## src/design/vca_pkg.sv

```systemverilog
// Shared types, constants and helper functions for the Voronoi cell area block.
package vca_pkg;

  localparam int CoordW       = 24;
  localparam int IdW          = 20;
  localparam int IdBits       = 20;
  localparam int AreaW        = 53;
  localparam int SumW         = 64;
  localparam int ProdW        = 2 * CoordW;
  localparam int TermW        = ProdW + 1;
  localparam int MaxTriangles = 64;
  localparam int CntW         = $clog2(MaxTriangles + 1);
  localparam int MinTriangles = 3;
  localparam int QueueDepth   = 4;
  localparam int QPtrW        = $clog2(QueueDepth);

  localparam logic signed [SumW-1:0] SumMax = {1'b0, {(SumW-1){1'b1}}};
  localparam logic [AreaW-1:0]       AreaMax = {AreaW{1'b1}};

  typedef struct packed {
    logic signed [CoordW-1:0] center_x;
    logic signed [CoordW-1:0] center_y;
    logic [IdW-1:0]           vertex_a;
    logic [IdW-1:0]           vertex_b;
    logic [IdW-1:0]           vertex_c;
    logic                     zero_exposure;
    logic                     last_triangle;
  } tri_word_t;

  typedef struct packed {
    logic [AreaW-1:0] cell_area;
    logic             at_edge;
  } area_word_t;

  typedef struct packed {
    logic signed [CoordW-1:0] x;
    logic signed [CoordW-1:0] y;
  } point_t;

  typedef logic [2:0][IdW-1:0] verts_t;

  typedef enum logic [1:0] {
    ACC_CLEAR,
    ACC_ADD,
    ACC_KEEP
  } acc_op_e;

  // one classified triangle, handed from front to back
  typedef struct packed {
    point_t  prev_c;
    point_t  cur_c;
    point_t  first_c;
    acc_op_e op;
    logic    fin;
    logic    edge_flag;
  } job_t;

  // at least two of the 3x3 id pairs equal
  function automatic logic linked(verts_t p, verts_t q);
    logic [1:0] n;
    n = 2'd0;
    for (int i = 0; i < 3; i++) begin
      for (int j = 0; j < 3; j++) begin
        if (p[i][IdBits-1:0] == q[j][IdBits-1:0] && n != 2'd2) begin
          n = n + 2'd1;
        end
      end
    end
    return n == 2'd2;
  endfunction

  // add with symmetric saturation at +/-(2^63 - 1)
  function automatic logic signed [SumW-1:0] sat_add(logic signed [SumW-1:0] a,
                                                     logic signed [TermW-1:0] b);
    logic signed [SumW:0] r;
    logic signed [SumW:0] hi;
    r  = (SumW+1)'(a) + (SumW+1)'(b);
    hi = (SumW+1)'(SumMax);
    if (r > hi) begin
      return SumMax;
    end else if (r < -hi) begin
      return -SumMax;
    end
    return r[SumW-1:0];
  endfunction

endpackage

```

## src/design/vca_queue.sv

```systemverilog
// Short queue of classified triangles between front and back end.
module vca_queue
  import vca_pkg::*;
(
  input  logic clk_i,
  input  logic rst_ni,
  input  logic push_i,
  input  job_t job_i,
  output logic full_o,
  input  logic pop_i,
  output logic valid_o,
  output job_t job_o
);

  job_t             mem_q [QueueDepth];
  logic [QPtrW-1:0] wr_q, wr_d, rd_q, rd_d;
  logic [QPtrW:0]   cnt_q, cnt_d;
  logic             do_pop;

  assign full_o  = (cnt_q == (QPtrW+1)'(QueueDepth));
  assign valid_o = (cnt_q != '0);
  assign job_o   = mem_q[rd_q];
  assign do_pop  = pop_i && valid_o;

  always_comb begin
    wr_d  = push_i ? wr_q + 1'b1 : wr_q;
    rd_d  = do_pop ? rd_q + 1'b1 : rd_q;
    cnt_d = cnt_q;
    if (push_i && !do_pop) begin
      cnt_d = cnt_q + 1'b1;
    end else if (!push_i && do_pop) begin
      cnt_d = cnt_q - 1'b1;
    end
  end

  always_ff @(posedge clk_i or negedge rst_ni) begin
    if (!rst_ni) begin
      wr_q  <= '0;
      rd_q  <= '0;
      cnt_q <= '0;
    end else begin
      wr_q  <= wr_d;
      rd_q  <= rd_d;
      cnt_q <= cnt_d;
    end
  end

  always_ff @(posedge clk_i) begin
    if (push_i) begin
      mem_q[wr_q] <= job_i;
    end
  end

endmodule

```

## config.mk

```make
export PLATFORM = sky130hd
export DESIGN_NAME = vca_queue
export DESIGN_NICKNAME = d
export VERILOG_FILES = /design/src/design/vca_pkg.sv /design/src/design/vca_queue.sv
export SDC_FILE = /design/constraint.sdc
export NUM_CORES = 1
export LEC_CHECK = 0
export BUFFER_PORTS_ARGS = -buffer_cell sky130_fd_sc_hd__buf_2
export CORE_ASPECT_RATIO = 1.4
export CORE_MARGIN = 3
export CORE_UTILIZATION = 50
export DETAILED_ROUTE_END_ITERATION = 10
export MAX_ROUTING_LAYER = met4
export PLACE_DENSITY = 0.71
export SLEW_MARGIN = 20
export SYNTH_ARGS = -nofsm -noshare
export SYNTH_HDL_FRONTEND = slang
export SYNTH_SLANG_ARGS = --single-unit
```

## constraint.sdc

```tcl
create_clock -name clk_i -period 11.35 [get_ports clk_i]
set_input_delay 1.135 -clock clk_i [delete_from_list [all_inputs] [get_ports clk_i]]
set_output_delay 1.135 -clock clk_i [all_outputs]
set_load 0.005 [all_outputs]
```

==> run_results.csv, run 1 <==
group,metric,value,unit
clock_network,clock_sinks,599,
floorplan,ios,302,
finish,areaGrowthSynthToFinish,17.2,%
synth,yosysWarnings,0,
global_route,overflow,0,
global_route,grt_usage,0.184,
floorplan,row_count,89,
placement,portBuffers,301,
clock_network,cts_tree,"built",
critical_path,cp_num_buf_inv,3,
clock_network,ctsResizeCount,0,
synth,synth-simple-area-share,0.00253,
power_and_ir_drop,power.leakage,8.62,nW
global_route,antenna_found_initial,7,
synth,synth-xor-area-share,0.00242,
power_and_ir_drop,power_density,252,nW/um2
synth,syn_avg_cell_area,26.9,um2
timing,final.period_utilization,0.433,
synth,synth_cells,808,
finish,final_nets,1302,
synth,synth_top_area_cell,"edfxtp_1",
worst_hold_path,hold_class,"primary input to asynchronous set/reset pin",
floorplan,die_h,253,um
clock_network,cts-root-buf,"clkbuf_16",
placement,dpl.hpwl,24.7,mm
floorplan,core,42500,um2
critical_path,cp.required,10220,ps
global_route,grt_util_met3,0.0419,
finish,final_common_cell,"edfxtp_1",
critical_path,worstSetupStartpointType,"flip-flop",
synth,synth_cell_type_count,20,
critical_path,worstPathArrival,3780,ps
global_route,grt_use_met2,0.295,
floorplan,fp.dieW,182,um
timing,clock_skew,17.1,ps
timing,tns,0,ps
clock_network,hold_buffers,0,
finish,final_cell_mix,"edfxtp_1 (592), buf_2 (301), mux4_2 (148), clkbuf_16 (54)",
synth,synth_area_leaders,"edfxtp_1 (82%), mux4_2 (15%), dfrtp_1 (0.81%)",
timing,fmax,204,MHz
drt,drt_wl_total,41.1,mm
critical_path,critical_path_peak_fanout,45,
placement,place_congestion,0.747,
synth,syn_area,21700,um2
clock_network,cts.clk_slew.worst_paths,60,ps
timing,setup_viol,0,
critical_path,cpMostUsedCell,"buf_4",
synth,synthAdderAreaFrac,0.00380,
synth,synth_top_family_by_area,"multiplexers",
clock_network,clk_latency,580,ps
flow_run,maxCapViolCount,0,
drt,remaining_drc_errors,0,
finish,final_layout_size_suffix_gt1_frac,0.460,
clock_network,clk_path_buf_depth,3,
floorplan,die-area,46100,um2
timing,tightest_slew,1050,ps
finish,fin_util,0.599,
timing,maxSlewHeadroom,0.302,
synth,synth_seq_cells,599,
critical_path,cp_cell_sequence,"buf_4 > buf_4 > mux4_2 > buf_2",
synth,ys_seq_area_frac,0.826,
synth,synth_mux_area_frac,0.154,
synth,synth_compound_area_frac,0.000230,
drt,antenna_left,0,
global_route,grt_first_pass_wirelength,61.8,mm
clock_network,post-cts-setup-buffer-count,0,
floorplan,initial_core_util,0.511,
global_route,first_global_vias,10100,
drt,vias,9566,
critical_path,endpoint_kind,"output pin",
timing,layout_min_cycle_time,4910,ps
power_and_ir_drop,peakVddDrop,0.167,mV
timing,slew_viol_final,0,
critical_path,crit_family,"buffers and inverters",
global_route,grt_max_degree,69,
drt,viasPerCell,5.49,
synth,synth_fp_nets,966,
drt,drt_iter0_drc,642,
synth,synth_top_area_share,0.818,
clock_network,cts_buffers,54,
outcome,status,"completed",
critical_path,critical_path.max_stage_delay,820,ps
timing,hold_viol_final,0,
clock_network,cts_max_level,2,
global_route,grt.met1_usage,0.230,
global_route,grt-busiest-layer,"met2",
timing,rsz0062_at_grt,"false",
drt,wire_per_inst,23.6,um
drt,firstDrtPassIters,5,
critical_path,cpMaxStageDelayCell,"buf_4",
critical_path,critPathKind,"flip-flop to output pin",
## logic make-up (layout without fill, tap and decap cells)
kind of cell | count (synthesis) | in the layout
AO/OA/AOI/OAI | 1 | 1
AND/OR/NAND/NOR | 10 | 10
other | 0 | 8
adder cells (fa/ha/maj) | 6 | 6
multiplexers | 149 | 149
flip-flops | 599 | 599
buffers and inverters | 37 | 417
XOR/XNOR | 6 | 6
## through the flow
stage / worst slack (ps) / cell area [um2] / std cells / hold WS, ps / total power [W]
after floorplan: 6310 / 21700 / 808 / 447 / 0.00418
after global placement: 6860 / 23800 / 1634 / 462 / 0.00482
after detailed placement: 6850 / 23800 / 1634 / 472 / 0.00485
after CTS: 6220 / 25500 / 1734 / 337 / 0.00654
after global routing: 6020 / 25500 / 1741 / 347 / 0.00674
final: 6440 / 25500 / 1742 / 374 / 0.00642
## per-layer routing
metal / routed length [um] / share of wire / up-vias
li1: - / - / 4199
met1: 15600 / 0.38 / 4973
met2: 21400 / 0.52 / 303
met3: 2530 / 0.062 / 91
met4: 1660 / 0.040 / 0
met5: 0 / 0 / -
## final cells by class
class	count	area, um2
fill	3059	17100
timing repair buffer	314	1600
tap	546	683
antenna	8	20.0
clock inverter	36	260
multi-input combinational	172	3550
sequential	599	18000
inverter	3	11.3
clock buffer	64	1390
## cell usage after synthesis, drive strengths merged
cell and n:
edfxtp 592, nand2 2, or3 1, xnor2 3
dfrtp 7, fa 1, buf 30, nor2 1
nand3 1, clkbuf 4, ha 5, nor3b 1
inv 3, and2 4, mux4 148, xor2 3
o21ai 1, mux2 1
## sequential cells by signal (all words and copies together) (netlist names)
signal / flops
mem_q: 592
cnt_q: 3
wr_q: 2
rd_q: 2
## where the power goes
part           leakage, nW  internal [W]  total [W]  switching (W)
logic                 2.31      0.000831    0.00171       0.000884
clock network        0.800      0.000925    0.00169       0.000762
registers             5.52       0.00290    0.00302       0.000124
total                 8.62       0.00465    0.00642        0.00177
## path summary, 6_finish.rpt
path                                end  cells after the start  slack, ps     start
max                           job_o[32]                      4       6440   rd_q[0]
min                            cnt_q[2]                      1        370    rst_ni
max reg2reg                mem_q[0][47]                      4       8750   wr_q[0]
min reg2reg                    cnt_q[2]                      1        480  cnt_q[2]
max in group asynchronous       rd_q[0]                      1      10790    rst_ni
min in group clk_i             cnt_q[2]                      1        480  cnt_q[2]
No activity file was read; power rests on OpenSTA's default activity.
==> inputs of run 2 (changes only) <==
clock period = 4.98 ns   (was 11.35 ns; I/O delays follow)
==> run 2 against run 1 <==
Against the previous run: combinational power up 130%; die area unchanged; non-clock buffer count up 2; total power up 130%; critical endpoint is now job_o[146]; largest power group unchanged.
==> run_results.csv, run 2 (synthesis gave the netlist of run 1 again) <==
group,metric,value,unit
outcome,status,"completed",
timing,maxSlewHeadroom,0.377,
placement,dpl.hpwl,24.7,mm
drt,viasPerCell,5.52,
critical_path,r2r-start,"wr_q[0]",
timing,hold_viol_final,0,
clock_network,post-cts-setup-buffer-count,0,
power_and_ir_drop,power_density,574,nW/um2
timing,hold_ws,140,ps
critical_path,startpoint,"rd_q[0]",
worst_hold_path,hold_depth,1,
global_route,overflow,0,
critical_path,crit_family,"flip-flops",
finish,final_layout_size_suffix_gt1_frac,0.455,
critical_path,cp.required,4480,ps
timing,clock_skew,9.16,ps
finish,reg_top3,"mem_q x592, cnt_q x3",
floorplan,die-area,46100,um2
timing,rsz0062_at_grt,"false",
finish,largest_register_ffs,592,
drt,firstDrtPassIters,5,
placement,dp.cells,1635,
drt,drt_wl_total,41.6,mm
drt,antenna_left,0,
critical_path,r2r_end,"mem_q[0][50]",
placement,portBuffers,301,
worst_hold_path,hold_path_end,"mem_q[0][18]",
critical_path,rrSetupSlack,2650,ps
global_route,grt_first_pass_wirelength,62.7,mm
floorplan,initial_core_util,0.511,
critical_path,cp_num_buf_inv,2,
global_route,grt_usage,0.186,
power_and_ir_drop,power.leakage,8.66,nW
critical_path,critical_path.max_stage_delay,920,ps
timing,setup_viol,0,
drt,wire_per_inst,23.8,um
global_route,grt_max_degree,77,
critical_path,worstPathArrival,2700,ps
clock_network,cts_max_level,2,
power_and_ir_drop,design_power_total,0.0147,W
flow_run,maxCapViolCount,0,
clock_network,cts.clk_slew.worst_paths,70,ps
drt,drt_iter0_drc,587,
clock_network,cts_tree,"built",
finish,areaGrowthSynthToFinish,17.6,%
timing,fmax,313,MHz
timing,layout_min_cycle_time,3200,ps
critical_path,cpMaxStageDelayCell,"dfrtp_4",
timing,slew_viol_final,0,
timing,final.period_utilization,0.642,
clock_network,clock_sinks,599,
clock_network,cts-root-buf,"clkbuf_16",
clock_network,cts_buffers,54,
finish,final_nets,1304,
floorplan,die_h,253,um
timing,tightest_slew,934,ps
clock_network,clk_path_buf_depth,3,
floorplan,fp.dieW,182,um
critical_path,worstSetupStartpointType,"flip-flop",
finish,final_common_cell,"edfxtp_1",
timing,tns,0,ps
critical_path,reg2reg_depth,4,
critical_path,endpoint_kind,"output pin",
finish,instances_no_fill,1744,
critical_path,critPathKind,"flip-flop to output pin",
floorplan,row_count,89,
clock_network,clk_latency,570,ps
power_and_ir_drop,peakVddDrop,0.580,mV
global_route,antenna_found_initial,10,
finish,final_cell_mix,"edfxtp_1 (592), buf_2 (301), mux4_2 (148), clkbuf_16 (57), clkinv_1 (19)",
floorplan,core,42500,um2
finish,top_register,"mem_q",
worst_hold_path,hold_class,"primary input to flip-flop",
drt,remaining_drc_errors,0,
finish,num-fill-cells,2996,
global_route,first_global_vias,10300,
critical_path,critical_path_peak_fanout,46,
drt,vias,9621,
worst_hold_path,worstHoldStart,"job_i[18]",
floorplan,ios,302,
critical_path,cp_cell_sequence,"buf_12 > mux4_2 > buf_2",
placement,place_congestion,0.721,
==> run 2: cell count changes in the layout (fill, tap and decap cells not counted), moves of 2 or more <==
cell	change
buf_4	-6
clkinv_1	+6
clkinv_4	-2
diode_2	+2
clkbuf_1	-2
clkinvlp_4	-2
buf_12	+7
inv_6	-3
clkbuf_16	+3
==> run 2: worst max path at each step <==
| stage | endpoint | slack [ps] | depth (start not counted) |
|---|---|---|---|
| after global placement | job_o[96] | 2280 | 3 |
| after global routing | job_o[146] | 1550 | 3 |
| after detailed placement | job_o[96] | 2280 | 3 |
| after floorplan | mem_q[2][0] | 450 | 3 |
| after CTS | job_o[96] | 1660 | 3 |
| final | job_o[146] | 1780 | 3 |
==> run 2: per-stage QoR <==
step | utilization | area [um2] | worst slack [ps]
floorplan | - | 21700 | 454
global placement | 0.562 | 23900 | 2280
detailed placement | 0.562 | 23900 | 2280
CTS | 0.601 | 25500 | 1660
global route | 0.601 | 25600 | 1550
finish | 0.601 | 25600 | 1780
==> run 2: final cells by class <==
cell class	instances	area (um2)	share of cell area
Clock buffer	65	1460	0.0570
Timing Repair Buffer	316	1710	0.0668
Tap cell	546	683	0.0267
Clock inverter	33	178	0.00695
Antenna cell	10	25.0	0.000979
Inverter	3	11.3	0.000440
Sequential cell	599	18000	0.702
Multi-Input combinational cell	172	3550	0.139
==> run 2: what timing repair did <==
action / in CTS / in global routing
endpoints found under the hold margin: 7 / 0
hold buffers: 1 / 0
gates resized for setup: 0 / 0
==> run 2: layer usage <==
layer / part of all wire / up-vias / wire length [um] / global-route usage
li1: - / 4211 / - / -
met1: 0.38 / 5056 / 15600 / 0.228
met2: 0.54 / 284 / 22300 / 0.312
met3: 0.059 / 70 / 2440 / 0.0405
met4: 0.027 / 0 / 1140 / 0.0653
met5: 0 / - / 0 / -
==> run 2: power by group <==
group          internal [W]  switching [W]  total, W  leakage, nW
clock               0.00212        0.00168   0.00380        0.801
sequential          0.00659       0.000390   0.00698         5.52
combinational       0.00194        0.00194   0.00389         2.34
